$ cat src/rtl/bdh_fifo.sv
// Small register based first-in first-out queue.
`default_nettype none

module bdh_fifo #(
   parameter int WIDTH = 8,
   parameter int DEPTH = 4
) (
   input  wire logic             clock,
   input  wire logic             reset,
   input  wire logic             push,
   input  wire logic [WIDTH-1:0] push_data,
   input  wire logic             pop,
   output logic      [WIDTH-1:0] pop_data,
   output logic                  empty,
   output logic                  full
);

   localparam int PW = (DEPTH > 1) ? $clog2(DEPTH) : 1;
   localparam int CW = $clog2(DEPTH + 1);

   logic [WIDTH-1:0] mem_ff [DEPTH];
   logic [PW-1:0]    wr_ptr_ff, wr_ptr_in;
   logic [PW-1:0]    rd_ptr_ff, rd_ptr_in;
   logic [CW-1:0]    count_ff, count_in;
   logic             do_push, do_pop;

   assign empty    = (count_ff == '0);
   assign full     = (count_ff == CW'(DEPTH));
   assign do_push  = push && !full;
   assign do_pop   = pop && !empty;
   assign pop_data = mem_ff[rd_ptr_ff];

   // Pointer and occupancy update; pointers wrap at the queue depth.
   always_comb begin
      wr_ptr_in = wr_ptr_ff;
      rd_ptr_in = rd_ptr_ff;
      count_in  = count_ff;
      if (do_push) begin
         wr_ptr_in = (wr_ptr_ff == PW'(DEPTH - 1)) ? '0 : wr_ptr_ff + PW'(1);
      end
      if (do_pop) begin
         rd_ptr_in = (rd_ptr_ff == PW'(DEPTH - 1)) ? '0 : rd_ptr_ff + PW'(1);
      end
      if (do_push && !do_pop) begin
         count_in = count_ff + CW'(1);
      end else if (do_pop && !do_push) begin
         count_in = count_ff - CW'(1);
      end
   end

   always_ff @(posedge clock) begin
      if (reset) begin
         wr_ptr_ff <= '0;
         rd_ptr_ff <= '0;
         count_ff  <= '0;
      end else begin
         wr_ptr_ff <= wr_ptr_in;
         rd_ptr_ff <= rd_ptr_in;
         count_ff  <= count_in;
      end
   end

   // Storage needs no reset.
   always_ff @(posedge clock) begin
      if (do_push) begin
         mem_ff[wr_ptr_ff] <= push_data;
      end
   end

endmodule

`default_nettype wire

$ cat config.mk
export PLATFORM = sky130hd
export DESIGN_NAME = bdh_fifo
export DESIGN_NICKNAME = d
export VERILOG_FILES = /design/src/rtl/bdh_fifo.sv
export SDC_FILE = /design/constraint.sdc
export NUM_CORES = 1
export LEC_CHECK = 0
export BUFFER_PORTS_ARGS = -buffer_cell sky130_fd_sc_hd__buf_2
export CORE_MARGIN = 2
export CORE_UTILIZATION = 55
export CTS_BUF_LIST = sky130_fd_sc_hd__clkbuf_8
export CTS_CLUSTER_DIAMETER = 60
export DETAILED_ROUTE_END_ITERATION = 7
export PLACE_DENSITY_LB_ADDON = 0.12
export SLEW_MARGIN = 25
export SYNTH_ARGS = -nofsm -noshare
export SYNTH_HDL_FRONTEND = slang
export SYNTH_SLANG_ARGS = --single-unit
$ cat constraint.sdc
create_clock -name clock -period 3.95 [get_ports clock]
set_input_delay 0.395 -clock clock [delete_from_list [all_inputs] [get_ports clock]]
set_output_delay 0.395 -clock clock [all_outputs]
set_load 0.05 [all_outputs]
# == Word level (Yosys, flattened, before mapping) ==
# Memories as Yosys holds them, arrays and structs flattened. A register that Yosys moved wholly into a read port is not among the register bits.
# Cells that the tools add are included.
# classes
add_sub_neg,4
multipliers,0
div_mod_pow,0
n_lt_le_gt_ge,0
eq_ne,3
shift,0
n_mux,8
bitwise,0
n_reduce_logical,10
# ops
cell,count
$mux W2,4
$mux W3,2
$add A2 B1 Y2 const B,2
$eq A2 B2 Y1 const B,2
$logic_and A1 B1 Y1,4
$logic_not A1 Y1,4
$add A3 B1 Y3 const B,1
$eq A3 B3 Y1 const B,1
$logic_not A3 Y1,1
$sub A3 B1 Y3 const B,1
$mux W1,2
$reduce_bool A2 Y1,1
# word_totals
register_bits,7
latchBits,0
mem_bits_rw,32
rom_bits,0
input_bits,12
out_inout_bits,10
elab_cells,29
mem_count,1
# mem_list
memory,words,width,read_ports,rd_clocked_by_memory_dff,write_ports,line,source
mem_ff,4,8,1,1,1,21,logic [WIDTH-1:0] mem_ff [DEPTH];

# == Longest topological paths before layout ==
# Gate-level depths: netlist (run 1).
# logic_depth
depth_word,7
mapped_depth,10
depth_no_buf,9

# == Worst setup path after synthesis (run 1) ==
# No wires, ideal clock.
# synth_timing
path_kind,register to register
start,register count_ff[0]
end,register count_ff[2]
setup_ns,0.070
arrival_ns,2.188
required_time_ns,3.880
setup_slack_ns,1.692
path_stages_with_launch,11
path_buffers,1
period_less_slack_ns,2.258
cell_sequence,dfxtp_1 or3b_1 buf_6 clkinv_4 nor2_2 ha_1 inv_1 fa_1 xor2_1 or3_2 a21oi_1
# synth_via
elab_chain_cells,6
word_cells_on_any_way,15
cone_classes,add/sub: 2; eq/ne: 1; mux: 2; reduce/logical: 10
# synth_rtl
element,line,source
start: declaration,24,"logic [CW-1:0] count_ff, count_in;"
start signal: assignment,59,count_ff <= count_in;
$eq A3 B3 Y1 *,28,assign full = (count_ff == CW'(DEPTH));
via full,15,output logic full
$logic_not A1 Y1 *,29,assign do_push = push && !full;
$logic_and A1 B1 Y1 *,29,
via do_push,25,"logic do_push, do_pop;"
$logic_not A1 Y1,46,end else if (do_pop && !do_push) begin
$logic_and A1 B1 Y1,46,
$reduce_bool A2 Y1 (no line),-,
# Mark *: on every way through the listed nets, which the timed path passes. The rest lies on a longest branch. The select of a mux whose other input is x is not followed.
# A chain may end at the register's enable or synchronous reset.

# == Worst setup path in the final report (run 1) ==
# layout_timing
start,register count_ff[0]
end,register count_ff[2]
# layout_via
elab_chain_cells,6
word_cells_on_any_way,15
cone_classes,add/sub: 2; eq/ne: 1; mux: 2; reduce/logical: 10
# layout_rtl
element,line
$eq A3 B3 Y1 *,28
$logic_not A1 Y1 *,29
$logic_and A1 B1 Y1 *,29
via do_push,25
$logic_not A1 Y1,46
$logic_and A1 B1 Y1,46
$reduce_bool A2 Y1 (no line),-
# Marks and branches as above.

==> flow_metrics.env, run 1 <==
export IMPL_cts_buffers=5
export IMPL_stdcell_area_mm2=0.001848
export IMPL_final_util_pct=65.88
export IMPL_dp_hpwl_mm=1.776
export IMPL_gp_congestion=0.7315
export IMPL_ctsHtreeMaxLevel=2
export IMPL_initial_core_util_pct=58.65
export IMPL_layout_min_cycle_time_ns=2.386
export IMPL_rsz0062_at_grt="no"
export IMPL_reg2reg_depth=9
export IMPL_wl_per_cell_um=16.29
export IMPL_tritoncts="built"
export IMPL_post_cts_setup_buffer_count=0
export IMPL_maxSlewViolCount=0
export IMPL_dieWidth_um=58.70
export IMPL_hp_class="in -> reg"
export IMPL_final_hold_viol_count=0
export IMPL_rows=19
export IMPL_synth_seq_area_share_pct=69.35
export IMPL_routed_wl_mm=2.411
export IMPL_synth_common_cells="edfxtp_1 (32), dfxtp_1 (9), mux4_2 (8)"
export IMPL_grt_max_degree=13
export IMPL_avgSynthCellArea_um2=17.88
export IMPL_clkLatencyLatePin_ns=0.28
export IMPL_synth_most_common_cell="edfxtp_1"
export IMPL_clock_path_buffers=2
export IMPL_maxSlewHeadroom_pct=63.34
export IMPL_grt_usage_pct=15.99
export IMPL_drtIter0Drc=33
export IMPL_gr_total_overflow=0
export IMPL_synthMuxAreaShare_pct=12.17
export IMPL_post_route_period_util_pct=60.40
export IMPL_hold_buffers=0
export IMPL_crit_type="reg -> reg"
export IMPL_async_flop_share_pct=0
export IMPL_endpoint_kind="flip-flop"
export IMPL_first_global_vias=853
export IMPL_ys_warn_count=0
export IMPL_place_area_mm2=0.001765
export IMPL_p_leak_nw=0.6950
export IMPL_cts_root_buf="clkbuf_8"
export IMPL_r2r_start="count_ff[0]$_SDFFE_PP0P_"
export IMPL_die_area_mm2=0.003445
export IMPL_antenna_found_initial=0
export IMPL_cp_data_arrival_time_ns=2.60
export IMPL_fmax_ghz=0.4191
export IMPL_die_h_um=58.70
export IMPL_cts_reportedPaths_clkPinSlew_ns=0.07
export IMPL_synth_compound_area_share_pct=3.042
export IMPL_status="complete, but fails checks"
export IMPL_ys_types=26
export IMPL_area_growth_pct=12.32
export IMPL_vias=837
export IMPL_io_buffer_count=21
export IMPL_drc=3
export IMPL_cp_startpoint="count_ff[0]$_SDFFE_PP0P_"
export IMPL_pin_count=22
export IMPL_synth_adder_area_share_pct=5.779
export IMPL_drv_cap=0
export IMPL_firstDrtPassIters=6
export IMPL_crit_fanout=7
export IMPL_grt_pass1_wl_mm=3.857
export IMPL_crit_required_ns=4.16
export IMPL_postRouteAntennaNets=0
export IMPL_violations="DRC"
export IMPL_routed_via_density=5.655
export IMPL_synthesis_nets=111
export IMPL_synth_top_family_by_area="multiplexers"
export IMPL_crit_end="count_ff[2]$_SDFFE_PP0P_"
export IMPL_ys_ff_latch=41
export IMPL_timing_setup_tns_ns=0
export IMPL_n_fill_cell=209
export IMPL_synth_simple_gate_area_share_pct=5.703
export IMPL_drive_above_1_share_pct=38.46
export IMPL_worst_pin_slew_ns=0.5492
export IMPL_diodes=0
export IMPL_synthTopCellsByArea="edfxtp_1 (58%), dfxtp_1 (11%), mux4_2 (11%)"
export IMPL_synth_xor_area_share_pct=1.065
export IMPL_core_area_mm2=0.002805
export IMPL_clock_sinks=41
export IMPL_r2r_slack_ns=1.56
export IMPL_setup_viol=0
export IMPL_ir_drop_uv=449.1
export IMPL_synth_edf_count=32
export IMPL_crit_reg2reg_capture="count_ff[2]$_SDFFE_PP0P_"
export IMPL_synth_top_area_share_pct=58.40
export IMPL_finalNetCount=135
export IMPL_worst_setup_path_start_kind="flip-flop"
export IMPL_skew_ns=0.006322
export IMPL_ys_flop_type="edfxtp_1"
export IMPL_yosysTopAreaCell="edfxtp_1"
export IMPL_cts_resized=0
export IMPL_power_density_mw_per_mm2=664.4
export IMPL_netlist_instances=92
export IMPL_mappedNetlistArea_mm2=0.001645
## layout make-up
class	count	area, um^2	share of cell area, %
flip-flops and latches	41	1141	61.75
multi-input cells	42	456.7	24.71
repair buffers	21	105.1	5.687
clock buffers	5	68.82	3.724
well taps	31	38.79	2.099
inverters	5	23.77	1.286
clock inverters	3	13.76	0.7448
## power breakdown
group	switching (mW)	internal (mW)	leakage (nW)	total [mW]
logic	0.261	0.141	0.279	0.403
registers	0.0510	0.526	0.367	0.577
clock network	0.128	0.120	0.0491	0.248
total	0.441	0.787	0.695	1.23
## cell usage in the layout (no fill, tap or decap), drive strengths merged, types with 3 or more instances in the layout
cell	count
a21oi	3
and3	4
buf	21
clkbuf	5
clkinv	3
dfxtp	9
edfxtp	32
ha	6
inv	5
mux4	8
nor2	4
## critical path, cell delays in order, from the launching register on
cell	delay, ns
dfxtp_1	0.44
or3b_1	0.31
clkinv_4	0.09
nor2_2	0.13
ha_1	0.19
inv_1	0.07
fa_1	0.38
xor2_1	0.16
or3_2	0.41
a21oi_1	0.15
## logic make-up after synthesis
logic type / count (synthesis)
AOI/OAI and AO/OA: 7
xor gates and xnor gates: 2
adders and majority gates: 7
buffers and inverters: 9
DFF: 41
muxes: 10
and+or+nand+nor: 16
## per-stage QoR
stage	hold WS, ns	worst slack (ns)	power (mW)	std cells
6_report	0.3257	1.564	1.228	148
5_1_grt	0.3206	1.381	1.291	148
4_1_cts	0.3207	1.546	1.241	148
3_5_place_dp	0.4940	1.571	0.9959	140
3_3_place_gp	0.4836	1.687	0.9798	140
2_1_floorplan	0.4634	1.692	0.9125	92
## worst min-delay path by stage
stage	from	to	slack (ns)	cells past startpoint
global placement	rd_ptr_ff[0]$_SDFFE_PP0P_	rd_ptr_ff[0]$_SDFFE_PP0P_	0.48	2
CTS	push_data[7]	mem_ff[0][7]$_DFFE_PP_	0.32	1
finish	push_data[5]	mem_ff[2][5]$_DFFE_PP_	0.33	1
detailed placement	rd_ptr_ff[0]$_SDFFE_PP0P_	flip-flop	0.49	2
floorplan	rd_ptr_ff[0]$_SDFFE_PP0P_	flip-flop	0.46	2
global route	push_data[5]	mem_ff[2][5]$_DFFE_PP_	0.32	1
## metal layers
metal | track usage (%) | vias to the layer above | part of all wire [%]
met5 | 0 | - | 0
met4 | 7.792 | 0 | 0.58
met3 | 3.956 | 2 | 3.7
met2 | 29.21 | 18 | 53
met1 | 17.17 | 416 | 42
li1 | - | 401 | -
## sequential cells by signal (all words and copies together) (netlist names), named ones only
signal	flops
rd_ptr_ff	2
wr_ptr_ff	2
mem_ff	32
count_ff	3
No activity file was read; power rests on OpenSTA's default activity.
==> inputs of run 2 (changes only) <==
--- a/config.mk
+++ b/config.mk
@@ -5,6 +5,7 @@
 export SDC_FILE = /design/constraint.sdc
 export NUM_CORES = 1
 export LEC_CHECK = 0
+export ABC_AREA = 1
 export BUFFER_PORTS_ARGS = -buffer_cell sky130_fd_sc_hd__buf_2
 export CORE_MARGIN = 2
 export CORE_UTILIZATION = 55
==> constraint.sdc (replaced) <==
create_clock -name clock -period 2.39 [get_ports clock]
set_input_delay 0.239 -clock clock [delete_from_list [all_inputs] [get_ports clock]]
set_output_delay 0.239 -clock clock [all_outputs]
set_load 0.05 [all_outputs]
==> flow_metrics.env, run 2 <==
export IMPL_status="finished clean"
export IMPL_crit_required_ns=2.15
export IMPL_firstDrtPassIters=4
export IMPL_antenna_found_initial=0
export IMPL_synth_edf_count=32
export IMPL_mappedNetlistArea_mm2=0.001697
export IMPL_gp_congestion=0.7622
export IMPL_clkLatencyLatePin_ns=0.29
export IMPL_maxSlewViolCount=0
export IMPL_drv_cap=0
export IMPL_ys_types=19
export IMPL_synthTopCellsByArea="edfxtp_1 (57%), dfxtp_1 (11%), nor2_1 (7.3%)"
export IMPL_drtIter0Drc=28
export IMPL_die_area_mm2=0.003545
export IMPL_layout_min_cycle_time_ns=1.852
export IMPL_synth_simple_gate_area_share_pct=12.09
export IMPL_vias=1089
export IMPL_cts_resized=0
export IMPL_netlist_instances=147
export IMPL_grt_usage_pct=18.10
export IMPL_placed_cells=204
export IMPL_drive_above_1_share_pct=21.79
export IMPL_clock_sinks=41
export IMPL_pin_count=22
export IMPL_worst_pin_slew_ns=0.3995
export IMPL_tritoncts="built"
export IMPL_grt_pass1_wl_mm=4.478
export IMPL_top_register="mem_ff"
export IMPL_synthesis_nets=166
export IMPL_die_h_um=59.54
export IMPL_ys_warn_count=0
export IMPL_rsz0062_at_grt="no"
export IMPL_hp_class="in -> reg"
export IMPL_cts_reportedPaths_clkPinSlew_ns=0.08
export IMPL_top_regs="mem_ff (32), count_ff (3)"
export IMPL_final_hold_viol_count=0
export IMPL_crit_fanout=11
export IMPL_dieWidth_um=59.54
export IMPL_endpoint_kind="output pin"
export IMPL_power_density_mw_per_mm2=1209
export IMPL_diodes=0
export IMPL_cts_root_buf="clkbuf_8"
export IMPL_cts_buffers=5
export IMPL_setup_viol=0
export IMPL_yosysTopAreaCell="edfxtp_1"
export IMPL_dp_hpwl_mm=1.913
export IMPL_hold_buffers=0
export IMPL_wl_per_cell_um=12.93
export IMPL_grt_max_degree=17
export IMPL_finalNetCount=197
export IMPL_routed_via_density=5.137
export IMPL_async_flop_share_pct=0
export IMPL_clock_path_buffers=2
export IMPL_p_leak_nw=0.8038
export IMPL_largest_reg_flops=32
export IMPL_crit_type="reg -> out"
export IMPL_routed_wl_mm=2.741
export IMPL_gr_total_overflow=0
export IMPL_synth_most_common_cell="nor2_1"
export IMPL_post_cts_setup_buffer_count=0
export IMPL_synth_adder_area_share_pct=5.605
export IMPL_timing_setup_tns_ns=0
export IMPL_rows=20
export IMPL_ctsHtreeMaxLevel=2
export IMPL_drc=0
export IMPL_postRouteAntennaNets=0
export IMPL_avgSynthCellArea_um2=11.54
export IMPL_instances_no_fill=212
export IMPL_ys_ff_latch=41
export IMPL_place_area_mm2=0.001858
export IMPL_maxSlewHeadroom_pct=73.33
export IMPL_io_buffer_count=21
export IMPL_cp_data_arrival_time_ns=1.61
export IMPL_layout_common_cells="nor2_1 (33), edfxtp_1 (32), buf_2 (21), inv_1 (17)"
export IMPL_fmax_ghz=0.5399
export IMPL_ir_drop_uv=703.6
export IMPL_first_global_vias=1030
export IMPL_synth_top_family_by_area="simple AND/OR/NAND/NOR gates"
export IMPL_synthMuxAreaShare_pct=0
export IMPL_synth_seq_area_share_pct=67.26
export IMPL_area_growth_pct=14.75
export IMPL_synth_common_cells="nor2_1 (33), edfxtp_1 (32), inv_1 (17)"
export IMPL_core_area_mm2=0.003003
export IMPL_skew_ns=0.005130
export IMPL_synth_xor_area_share_pct=0.5162
export IMPL_synth_compound_area_share_pct=9.218
export IMPL_final_common_cell="nor2_1"
export IMPL_synth_top_area_share_pct=56.64
export IMPL_worst_setup_path_start_kind="flip-flop"
export IMPL_ys_flop_type="edfxtp_1"
export IMPL_initial_core_util_pct=56.50
export IMPL_power_mw=2.353
export IMPL_stdcell_area_mm2=0.001947
export IMPL_post_route_period_util_pct=77.50
[run 2: cell count changes after synthesis, moves of 2 or more]
cell | before | now
nor2_1 | 3 | 33
inv_1 | 4 | 17
nand2_1 | 1 | 13
o21ai_0 | 1 | 13
mux4_2 | 8 | 0
o22ai_1 | 0 | 8
and3_2 | 4 | 0
o21ai_2 | 0 | 3
mux2i_1 | 2 | 0
nand3b_1 | 0 | 2
nor3_1 | 2 | 0
o31ai_2 | 2 | 0
[run 2: stage by stage]
stage	setup slack, ns	utilization, %	hold slack [ns]
floorplan	0.6997	-	0.3114
global placement	0.6183	61.88	0.4140
detailed placement	0.5631	61.88	0.4132
CTS	0.5047	64.83	0.09526
global route	0.3371	64.83	0.09923
finish	0.5378	64.83	0.1028
[run 2: cell families (layout without fill, tap and decap cells)]
logic type	after synthesis	in the layout
XOR/XNOR	1	1
flip-flops	41	41
AO/OA/AOI/OAI	27	27
adder cells (fa/ha/maj)	7	7
buffers and inverters	20	52
AND/OR/NAND/NOR	51	51
[run 2: layout make-up]
class	count	area, um^2
Timing Repair Buffer	26	142.6
Fill cell	251	1056
Tap cell	33	41.29
Clock inverter	3	20.02
Multi-Input combinational cell	86	465.4
Clock buffer	5	68.82
Sequential cell	41	1141
Inverter	18	67.56
[run 2: metal layers]
metal  GRT usage (%)  vias to the layer above  share of wire (%)
li1                -                      563                  -
met1           20.82                      499                 43
met2           30.77                       20                 51
met3           4.585                        7                3.4
met4           9.841                        0                2.4
met5               0                        -                  0
[run 2: worst max-delay path, stage by stage, from the launching register on]
cell     delay (ns)
dfxtp_1        0.57
buf_4          0.22
o21ai_0        0.09
o22ai_1        0.16
buf_2          0.28
[run 2: worst paths after layout]
| check | slack, ns | endpoint | from | cells past startpoint |
|---|---|---|---|---|
| max | 0.54 | pop_data[4] | flip-flop | 4 |
| min | 0.10 | count_ff[0]$_SDFFE_PP0P_ | reset | 2 |
| max reg2reg | 0.56 | count_ff[1]$_SDFFE_PP0P_ | count_ff[1]$_SDFFE_PP0P_ | 9 |
| min reg2reg | 0.53 | count_ff[1]$_SDFFE_PP0P_ | count_ff[1]$_SDFFE_PP0P_ | 2 |
[run 2: power by group]
group	total (mW)	internal, mW	switching [mW]
sequential	0.964	0.883	0.0808
combinational	0.949	0.260	0.689
clock	0.440	0.206	0.234
