<file path="config.mk">
export PLATFORM = sky130hd
export DESIGN_NAME = bdh_front
export DESIGN_NICKNAME = d
export VERILOG_FILES = /design/src/rtl/bdh_pkg.sv /design/src/rtl/bdh_front.sv
export SDC_FILE = /design/constraint.sdc
export NUM_CORES = 1
export LEC_CHECK = 0
export BUFFER_PORTS_ARGS = -buffer_cell sky130_fd_sc_hd__clkbuf_2
export CAP_MARGIN = 0
export CORE_ASPECT_RATIO = 1.2
export CORE_MARGIN = 2
export CORE_UTILIZATION = 49
export DETAILED_ROUTE_END_ITERATION = 7
export GPL_ROUTABILITY_DRIVEN = 0
export PLACE_DENSITY = 0.73
export SYNTH_ARGS = -nofsm -noshare
export SYNTH_HDL_FRONTEND = slang
export SYNTH_SLANG_ARGS = --single-unit
</file>
<file path="constraint.sdc">
create_clock -name clock -period 9.09 [get_ports clock]
set_input_delay 0.909 -clock clock [delete_from_list [all_inputs] [get_ports clock]]
set_output_delay 0.909 -clock clock [all_outputs]
set_load 0.005 [all_outputs]
</file>
<file path="src/rtl/bdh_pkg.sv">
// Shared types and constants for the burst duration histogram.
`default_nettype none

package bdh_pkg;

   // Field widths of the request and response beats.
   localparam int SAMPLE_W    = 15;
   localparam int INDEX_W     = 10;
   localparam int LENGTH_W    = 10;
   localparam int COUNT_W     = 32;
   localparam int REBIN_W     = 9;
   localparam int THRESH_W    = 23;
   localparam int CSR_INDEX_W = 1;
   localparam int CSR_DATA_W  = 23;

   // Saturation limits of the aggregate sum and the histogram counters.
   localparam logic [THRESH_W-1:0] POOL_MAX  = '1;
   localparam logic [COUNT_W-1:0]  COUNT_MAX = '1;

   // Register indexes on the configuration port.
   typedef logic [CSR_INDEX_W-1:0] csr_index_type;
   localparam csr_index_type CSR_REBIN_FACTOR    = 1'b0;
   localparam csr_index_type CSR_COUNT_THRESHOLD = 1'b1;

   // Request command codes.
   localparam logic CMD_SAMPLE = 1'b0;
   localparam logic CMD_READ   = 1'b1;

   typedef struct packed {
      logic                command;
      logic [SAMPLE_W-1:0] sample_count;
      logic [INDEX_W-1:0]  bin_index;
   } req_type;

   typedef struct packed {
      logic                event_done;
      logic [LENGTH_W-1:0] event_length;
      logic                length_overflow;
      logic [COUNT_W-1:0]  bin_count;
   } rsp_type;

   // Work handed from the classifier to the histogram engine.
   typedef enum logic [1:0] {
      OP_BLANK,
      OP_RECORD,
      OP_READ
   } op_kind_type;

   typedef struct packed {
      op_kind_type kind;
      logic        overflow;
      logic        open_hit;
   } op_type;

endpackage

`default_nettype wire

</file>
<file path="src/rtl/bdh_front.sv">
// Front end: configuration, aggregate pooling and event classification.
`default_nettype none

module bdh_front #(
   parameter int HIST_DEPTH = 1024,
   parameter int MAX_REBIN  = 256,
   localparam int AW = $clog2(HIST_DEPTH)
) (
   input  wire logic                              clock,
   input  wire logic                              reset,
   input  wire logic                              csr_write_en,
   input  wire bdh_pkg::csr_index_type            csr_index,
   input  wire logic [bdh_pkg::CSR_DATA_W-1:0]    csr_data,
   input  wire logic                              accept,
   input  wire bdh_pkg::req_type                  req,
   output bdh_pkg::op_type                        op,
   output logic      [AW-1:0]                     op_addr
);

   import bdh_pkg::*;

   localparam int RW = $clog2(HIST_DEPTH + 1);
   localparam int BW = $clog2(MAX_REBIN + 1);

   logic [REBIN_W-1:0]  rebin_ff, rebin_in;
   logic [THRESH_W-1:0] thresh_ff, thresh_in;
   logic [THRESH_W-1:0] pool_ff, pool_in;
   logic [BW-1:0]       left_ff, left_in;
   logic                inside_ff, inside_in;
   logic [RW-1:0]       run_ff, run_in;

   logic [THRESH_W:0]   sum;
   logic [THRESH_W-1:0] pool_sat;
   logic [BW-1:0]       left_dec;
   logic [RW-1:0]       run_clamp;
   logic                above;

   // Rebin factor as used: zero counts as one, large values are capped.
   function automatic logic [BW-1:0] eff_rebin(input logic [REBIN_W-1:0] rf);
      logic [BW-1:0] res;
      if (rf == '0) begin
         res = BW'(1);
      end else if (32'(rf) > 32'(MAX_REBIN)) begin
         res = BW'(MAX_REBIN);
      end else begin
         res = BW'(rf);
      end
      return res;
   endfunction

   // Saturating aggregate sum and the length of the open event so far.
   always_comb begin
      sum       = (THRESH_W + 1)'(pool_ff) + (THRESH_W + 1)'(req.sample_count);
      pool_sat  = sum[THRESH_W] ? POOL_MAX : sum[THRESH_W-1:0];
      left_dec  = (left_ff != '0) ? left_ff - BW'(1) : '0;
      run_clamp = (run_ff == RW'(HIST_DEPTH)) ? RW'(HIST_DEPTH - 1) : run_ff;
      above     = (pool_sat > thresh_ff);
   end

   // Next state and the operation passed to the histogram engine.
   always_comb begin
      rebin_in  = rebin_ff;
      thresh_in = thresh_ff;
      pool_in   = pool_ff;
      left_in   = left_ff;
      inside_in = inside_ff;
      run_in    = run_ff;
      op        = '{kind: OP_BLANK, overflow: 1'b0, open_hit: 1'b0};
      op_addr   = '0;
      if (csr_write_en) begin
         case (csr_index)
            CSR_REBIN_FACTOR: begin
               rebin_in = csr_data[REBIN_W-1:0];
               pool_in  = '0;
               left_in  = eff_rebin(csr_data[REBIN_W-1:0]);
            end
            CSR_COUNT_THRESHOLD: begin
               thresh_in = csr_data[THRESH_W-1:0];
            end
            default: begin
            end
         endcase
      end else if (accept) begin
         if (req.command == CMD_READ) begin
            // Reads beyond the store give a zero count.
            if (32'(req.bin_index) < 32'(HIST_DEPTH)) begin
               op.kind     = OP_READ;
               op_addr     = AW'(req.bin_index);
               op.open_hit = inside_ff && (32'(run_clamp) == 32'(req.bin_index));
            end
         end else begin
            pool_in = pool_sat;
            left_in = left_dec;
            if (left_dec == '0) begin
               // The aggregate is complete: open, extend or close an event.
               if (!inside_ff && above) begin
                  inside_in = 1'b1;
                  run_in    = '0;
               end else if (inside_ff && !above) begin
                  op.kind     = OP_RECORD;
                  op_addr     = AW'(run_clamp);
                  op.overflow = (run_ff == RW'(HIST_DEPTH));
                  inside_in   = 1'b0;
                  run_in      = '0;
               end
               if (inside_in && run_in != RW'(HIST_DEPTH)) begin
                  run_in = run_in + RW'(1);
               end
               pool_in = '0;
               left_in = eff_rebin(rebin_ff);
            end
         end
      end
   end

   always_ff @(posedge clock) begin
      if (reset) begin
         rebin_ff  <= REBIN_W'(1);
         thresh_ff <= '0;
         pool_ff   <= '0;
         left_ff   <= BW'(1);
         inside_ff <= 1'b0;
         run_ff    <= '0;
      end else begin
         rebin_ff  <= rebin_in;
         thresh_ff <= thresh_in;
         pool_ff   <= pool_in;
         left_ff   <= left_in;
         inside_ff <= inside_in;
         run_ff    <= run_in;
      end
   end

endmodule

`default_nettype wire

</file>
# Yosys cells after proc, flatten, opt, wreduce, memory -nomap -nowiden
# Cells that the tools add are included.
# op_classes
addsub	3
mul	0
div_mod_pow	0
n_lt_le_gt_ge	3
eq_ne	5
shift	0
mux	44
bitwise	3
n_reduce_logical	15
# ops
op	n
$mux 23	6
$mux 9	10
$mux 11	8
$mux 10	6
$logic_not 9->1	3
$add 23x15->24	1
$gt 23x23->1	1
$gt 9x9->1 const B	2
$add 11x1->11 const B	1
$eq 11x10->1	1
$eq 11x11->1 const B	1
$ne 11x11->1 const B	1
$reduce_bool 9->1	1
$sub 9x1->9 const B	1
$mux 1	8
$mux 2	4
$mux 4	2
$logic_and 1x1->1	4
$ne 2x2->1 const B	2
$reduce_and 2->1	2
$reduce_and 4->1	1
$not 1->1	3
$reduce_and 3->1	1
$logic_not 1->1	2
$reduce_bool 2->1	1
# totals
register_bits	76
latchBits	0
mem_bits_rw	0
mem_bits_ro	0
output_inout_bits	14
wordCells	79
n_memories	0

# Logic depth before layout (Yosys ltp)
# Gate-level depths: netlist of the first run.
# depth
depth_word	14
ltp_mapped	19
depth_no_buf	17

# Worst setup path before layout of the first run
# Ideal clock, no wire load.
# synth_timing
path_kind	input-to-output
startpoint	input port req[13] (netlist bit)
endpoint	output port op_addr[0]
t_arrival_ns	4.378
t_required_ns	8.181
path_slack_ns	3.803
cell_stages	16
n_path_buf	2
cell_sequence	ha_1 > or4_1 > o22a_1 > o2111a_1 > o211ai_2 > buf_2 > nand2_1 > ha_1 > a211oi_1 > nor2_1 > o311ai_1 > o211ai_1 > nand2_1 > nand3_2 > buf_2 > o21ai_1
# synth_via
elab_chain_len	11
# synth_rtl
element	line_no	source
from (decl)	bdh_front.sv:15	input wire bdh_pkg::req_type req,
$add 23x15->24 (*)	bdh_front.sv:53	sum = (THRESH_W + 1)'(pool_ff) + (THRESH_W + 1)'(req.sample_count);
$mux 23 (*)	bdh_front.sv:54	pool_sat = sum[THRESH_W] ? POOL_MAX : sum[THRESH_W-1:0];
$gt 23x23->1 (*)	bdh_front.sv:57	above = (pool_sat > thresh_ff);
$logic_not 1->1	bdh_front.sv:99	end else if (inside_ff && !above) begin
$logic_and 1x1->1	bdh_front.sv:99	
$mux 10	bdh_front.sv:99	
$mux 10 (*)	bdh_front.sv:96	if (!inside_ff && above) begin
$mux 10 (*)	bdh_front.sv:94	if (left_dec == '0) begin
$mux 10 (*)	bdh_front.sv:84	if (req.command == CMD_READ) begin
$mux 10 (*)	bdh_front.sv:83	end else if (accept) begin
$mux 10 (*)	bdh_front.sv:70	if (csr_write_en) begin
to (decl)	bdh_front.sv:17	output logic [AW-1:0] op_addr
# Every way passes the cells marked *; elsewhere a longest branch is shown, timed or not.

# Final worst setup path of the first run
# layout_timing
startpoint	input port req[13] (netlist bit)
endpoint	output port op_addr[2]
# Same word-level chain as after synthesis.

==> impl_metrics.yaml, run 1 <==
placed_design:
  dpl.cell_count: 884
  detailedPlace.worstSlack_ns: 2.77
  hpwl_microns: 10000
  dpl_cell_area_sq_um: 5740
  placement.io_buffers: 67
floorplanning:
  floorplan.initialDensity_pct: 50.8
  core_area_sq_um: 10600
  core.rowCount: 41
  dieArea_sq_um: 11900
  chipWidth_microns: 99.8
  boundaryPins: 68
  die_height_microns: 119
clock_network:
  clock_path_buffers: 2
  cts_hold_repair.buffers: 0
  clock_sink_count: 76
  cts.reportedPaths.clkPinSlew_ns: 0.06
  cts_max_level: 3
  cts_resized: 0
  tritoncts: "built"
  post_cts_buffers: 0
  clk_latency_ns: 0.34
  clockRootBuffer: "clkbuf_16"
  cts-buffers-inserted: 9
finish:
  finish.net_count: 860
  final_cell_mix: "123 x nand2_1, 78 x a21oi_1, 76 x dfxtp_1"
  antenna_cells: 0
  layout-drive-gt1-share_pct: 13.5
  layout.cells.most_common: "nand2_1"
  layoutNonFillerInstCount: 900
  post-route-util_pct: 57.4
  layout-area-overhead-vs-synth_pct: 13.0
  final_area_sq_um: 6090
sta:
  holdWs_ns: 0.454
  tightest_slew_ns: 0.847
  totalNegativeSetupSlack_ns: 0
  finalHoldViolations: 0
  post-route-min-period_ns: 6.32
  final.setup.worst_slack_ns: 2.77
  max_freq_ghz: 0.158
  period_share_pct: 69.6
  number_of_max_slew_violations_in_the_final_report: 0
  grt_setup_unrepaired: "no"
  setup_viol: 0
  timing.clock.skew_ns: 0.00738
  maxSlewHeadroom_pct: 43.4
grt:
  first_global_vias: 4963
  groute.usage.overall_pct: 22.9
  grt_max_degree: 52
  grt_overflow: 0
  grt_first_pass_wirelength_microns: 22500
  grt_antenna_before_repair: 0
logic_synthesis:
  ys_async_sr_fraction_pct: 0
  synthesis.nets: 820
  yosys_warnings: 0
  synth.yosys.seq_area_share_pct: 28.2
  post_synth_main_area_contributors: "dfxtp_1 28%, ha_1 9.1%, nand2_1 8.6%"
  ys_seq_elements: 76
  area_share_of_the_leading_cell_type_in_the_synthesized_netlist_pct: 28.2
  synthCells: 726
  synth_enable_flop_cells: 0
  synth_area_sq_um: 5390
  synth_top_cell_by_area: "dfxtp_1"
  postSynthAreaPerCell_sq_um: 7.43
  synth_ff_type: "dfxtp_1"
  post_synth_num_cell_types: 73
power_and_ir_drop:
  power_per_cell_area_nw_per_um2: 155
  p_total_mw: 0.947
  vdd_drop_max_mv: 0.0814
  power.leakage_nw: 2.51
route:
  detail-route-antenna-nets: 0
  drt_first_pass_iters: 5
  detail_route.iter0.violations: 254
  remaining_drc_errors: 0
  routed_wl_microns: 13700
  avgViaCountPerCell: 5.98
  wl_per_cell_microns: 15.2
  detailroute.via_count: 5385
setup_path:
  critPathCaptureType: "output pin"
  critical_path_required_ns: 8.18
  crit_path_start_kind: "input pin"
  critPathMaxStageDelay_ns: 0.55
  critical_path_class: "in -> out"
  crit_path_top_delay_cell: "or4_1"
  critical_path_arrival_ns: 5.42
  cp_cell_sequence: "clkbuf_2 > ha_1 > or4_1 > o22a_1 > o2111a_1 > o211ai_2 > o2111ai_1 > ha_1 > a21oi_1 > o21ai_0 > a221oi_1 > o211ai_1 > nand2_1 > nand3_2 > o21ai_1 > clkbuf_2"
  critical_path_peak_fanout: 16
run:
  maxCapViolCount: 0
min_path:
  hold_path_class: "reg -> reg"
outcome:
  result_of_the_run: "finished clean"
[area by class of cell]
class,count,area [sq um]
Clock buffer,10,239
Clock inverter,6,111
Fill cell,1022,4530
Inverter,42,158
Multi-Input combinational cell,567,3540
Sequential cell,76,1520
Tap cell,129,161
Timing Repair Buffer,70,358
[metal layers]
layer,part of all wire [%],track usage [%],routed length [microns]
met1,44,28.8,5970
met2,50,39.4,6870
met5,0,0,0
met3,4.7,3.87,640
met4,1.3,7.88,180
[path summary, 6_finish.rpt]
path / from / to / slack, ns / depth (start not counted)
setup / recovery: req[13] / op_addr[2] / 2.77 / 16
hold / removal: thresh_ff[2] / thresh_ff[2] / 0.45 / 2
setup reg to reg: pool_ff[3] / run_ff[10] / 4.26 / 14
hold reg to reg: thresh_ff[2] / thresh_ff[2] / 0.45 / 2
[cell usage after synthesis, types with 7 or more instances]
master and number:
ha_1 39, dfxtp_1 76, clkbuf_1 30, a21o_1 11
nor3_1 25, nand2b_1 9, a21oi_1 78, nand3_1 19
o21ai_1 16, inv_1 42, nand2_1 123, xor2_1 11
nand4_1 9, or3_1 7, nor2_1 35, xnor2_1 10
buf_2 7, o21ai_0 32, o211ai_1 9, a22o_1 19
nor4_1 8
[worst max-delay path, delay by kind of cell]
| kind | cells | cell delay, ns |
|---|---|---|
| compound gates | 9 | 2.58 |
| fa+ha+maj | 2 | 0.57 |
| buf+inv | 2 | 0.21 |
| simple gates | 3 | 1.12 |
[state kept, by name, summed over array words and instances, names as in the netlist]
signal	flops
rebin_ff	9
left_ff	9
inside_ff	1
thresh_ff	23
pool_ff	23
run_ff	11
[report_power, final]
part / switching [mW] / internal (mW)
Combinational: 0.103 / 0.0689
Clock: 0.144 / 0.276
Sequential: 0.00954 / 0.346
Total: 0.257 / 0.690
[cell families (layout without fill, tap and decap cells)]
family | Yosys count | after routing | share of synthesized area (%)
DFF | 76 | 76 | 28.2
and+or+nand+nor | 278 | 278 | 25.0
buffers and inverters | 83 | 128 | 6.15
xor gates and xnor gates | 21 | 21 | 3.41
AOI/OAI and AO/OA | 227 | 227 | 27.6
adders and majority gates | 40 | 40 | 9.42
muxes | 1 | 1 | 0.209
No activity file was read; power rests on OpenSTA's default activity.
==> run 2, diff against run 1 <==
==> constraint.sdc (replaced) <==
create_clock -name clock -period 6.4 [get_ports clock]
set_input_delay 0.64 -clock clock [delete_from_list [all_inputs] [get_ports clock]]
set_output_delay 0.64 -clock clock [all_outputs]
set_load 0.005 [all_outputs]
==> run 2 against run 1 <==
Net effect:
- die area unchanged
- critical endpoint is now op_addr[7]
- largest power group unchanged
- sequential power up 42%
- sequential share of layout area increased by 0.057 points
- critical path depth unchanged
- global-route usage about the same
==> impl_metrics.yaml, run 2 (synthesis gave the netlist of run 1 again) <==
route:
  wl_per_cell_microns: 15.1
  avgViaCountPerCell: 5.98
  drt_first_pass_iters: 6
  detail_route.iter0.violations: 285
  routed_wl_microns: 13600
  remaining_drc_errors: 0
  detailroute.via_count: 5384
  detail-route-antenna-nets: 0
sta:
  holdWs_ns: 0.459
  number_of_max_slew_violations_in_the_final_report: 0
  period_share_pct: 89.7
  totalNegativeSetupSlack_ns: 0
  post-route-min-period_ns: 5.74
  timing.clock.skew_ns: 0.00605
  grt_setup_unrepaired: "no"
  max_freq_ghz: 0.174
  setup_viol: 0
  maxSlewHeadroom_pct: 38.7
  finalHoldViolations: 0
  tightest_slew_ns: 0.920
setup_path:
  worstSetupPathDepth: 16
  critical_path_arrival_ns: 5.10
  critical_path.reg2reg.startpoint: "pool_ff[3]"
  reg2reg_depth: 14
  critical_path_source: "req[13]"
  critical_path_peak_fanout: 16
  critical_path_required_ns: 5.76
  critical_path_class: "in -> out"
  crit_path_start_kind: "input pin"
  worstSetupEndpoint: "op_addr[7]"
  cp_cell_sequence: "clkbuf_2 > ha_1 > or4_1 > o22a_1 > o2111a_1 > o211ai_2 > o2111ai_1 > ha_1 > a21oi_1 > o21ai_0 > a221oi_1 > o211ai_1 > nand2_1 > nand3_2 > o21ai_1 > clkbuf_2"
  crit_path_top_delay_cell: "o211ai_2"
  cp.buffers_inverters: 2
  critPathCaptureType: "output pin"
  critPathMaxStageDelay_ns: 0.56
  crit-reg2reg-capture: "run_ff[10]"
  worst-r2r-setup-slack_ns: 1.53
  worst_path_dominant_cell_family: "compound AO/OA/AOI/OAI gates"
power_and_ir_drop:
  power_switching_share_pct: 27.7
  internal_power_mw: 0.952
  power_per_cell_area_nw_per_um2: 216
  p_total_mw: 1.32
  power.leakage_nw: 2.50
  seqPwrFrac_pct: 38.3
  power.clock.fraction_pct: 43.1
  share_comb_of_total_power_pct: 18.6
  vdd_drop_max_mv: 0.111
  sw_power_mw: 0.364
clock_network:
  cts_hold_repair.buffers: 0
  post_cts_buffers: 0
  cts_max_level: 3
  cts.reportedPaths.clkPinSlew_ns: 0.06
  tritoncts: "built"
  clock_sink_count: 76
  clk_latency_ns: 0.34
  cts-buffers-inserted: 9
  clockRootBuffer: "clkbuf_16"
  cts_resized: 0
  clock_path_buffers: 2
grt:
  grt_first_pass_wirelength_microns: 22500
  groute.usage.overall_pct: 22.9
  first_global_vias: 4922
  grt_overflow: 0
  grt_antenna_before_repair: 0
  grt_max_degree: 52
floorplanning:
  die_height_microns: 119
  dieArea_sq_um: 11900
  core_area_sq_um: 10600
  floorplan.initialDensity_pct: 50.8
  core.rowCount: 41
  boundaryPins: 68
  chipWidth_microns: 99.8
run:
  maxCapViolCount: 0
min_path:
  hold_path_class: "reg -> reg"
finish:
  post-route-util_pct: 57.2
  final_cell_mix: "123 x nand2_1, 78 x a21oi_1, 76 x dfxtp_1"
  layout.cells.most_common: "nand2_1"
  finish.net_count: 860
  layout-drive-gt1-share_pct: 13.5
  largest_registers: "pool_ff: 23 flops, thresh_ff: 23 flops, run_ff: 11 flops"
  nFillCells: 1002
  layout-area-overhead-vs-synth_pct: 12.7
  antenna_cells: 0
placed_design:
  hpwl_microns: 10000
  placement.io_buffers: 67
outcome:
  result_of_the_run: "finished clean"
## run 2: area by class of cell
cell class,instances,area [sq um],area share (%)
Clock inverter,5,83.8,1.38
Inverter,42,158,2.59
Tap cell,129,161,2.66
Sequential cell,76,1520,25.0
Timing Repair Buffer,70,358,5.89
Clock buffer,11,253,4.16
Multi-Input combinational cell,567,3540,58.3
## run 2: worst reg2reg max path, stage by stage, from the launching register on
cell and delay, ns:
dfxtp_1 0.32, ha_1 0.22, or4_1 0.55, o22a_1 0.26, o2111a_1 0.30, o211ai_2 0.56
nand2_1 0.19, ha_1 0.39, nand4_1 0.17, nor3_1 0.34, o311ai_1 0.24, o211a_1 0.22
or4_1 0.55, or4_1 0.41, nand3_1 0.08
## run 2: through the flow
step	instance area [sq um]	cells	setup WS [ns]
global placement	5740	884	0.804
detailed placement	5740	884	0.654
global route	6080	900	0.152
CTS	6080	900	0.644
finish	6080	900	0.660
floorplan	5390	726	1.65
## run 2: per-layer routing
layer	share of wire, %	GRT usage (%)
met1	43	28.6
met3	5.2	4.69
met5	0	0
met2	50	39.3
met4	1.8	7.53
## run 2: worst min path at each step
stage / cells after the start / startpoint / slack [ns] / to
global placement: 2 / thresh_ff[9] / 0.44 / thresh_ff[9]
floorplan: 2 / pool_ff[0] / 0.43 / pool_ff[0]
CTS: 2 / thresh_ff[20] / 0.46 / thresh_ff[20]
detailed placement: 2 / thresh_ff[5] / 0.45 / thresh_ff[5]
finish: 2 / thresh_ff[4] / 0.46 / thresh_ff[4]
global route: 2 / thresh_ff[2] / 0.48 / thresh_ff[2]
## run 2: power by group through the flow
stage	Clock (mW)	Combinational, mW	Sequential, mW
5_1_grt	0.596	0.276	0.506
2_1_floorplan	0	0.176	0.511
6_report	0.567	0.244	0.504
4_1_cts	0.580	0.243	0.504
3_5_place_dp	0	0.241	0.515
3_3_place_gp	0	0.234	0.514
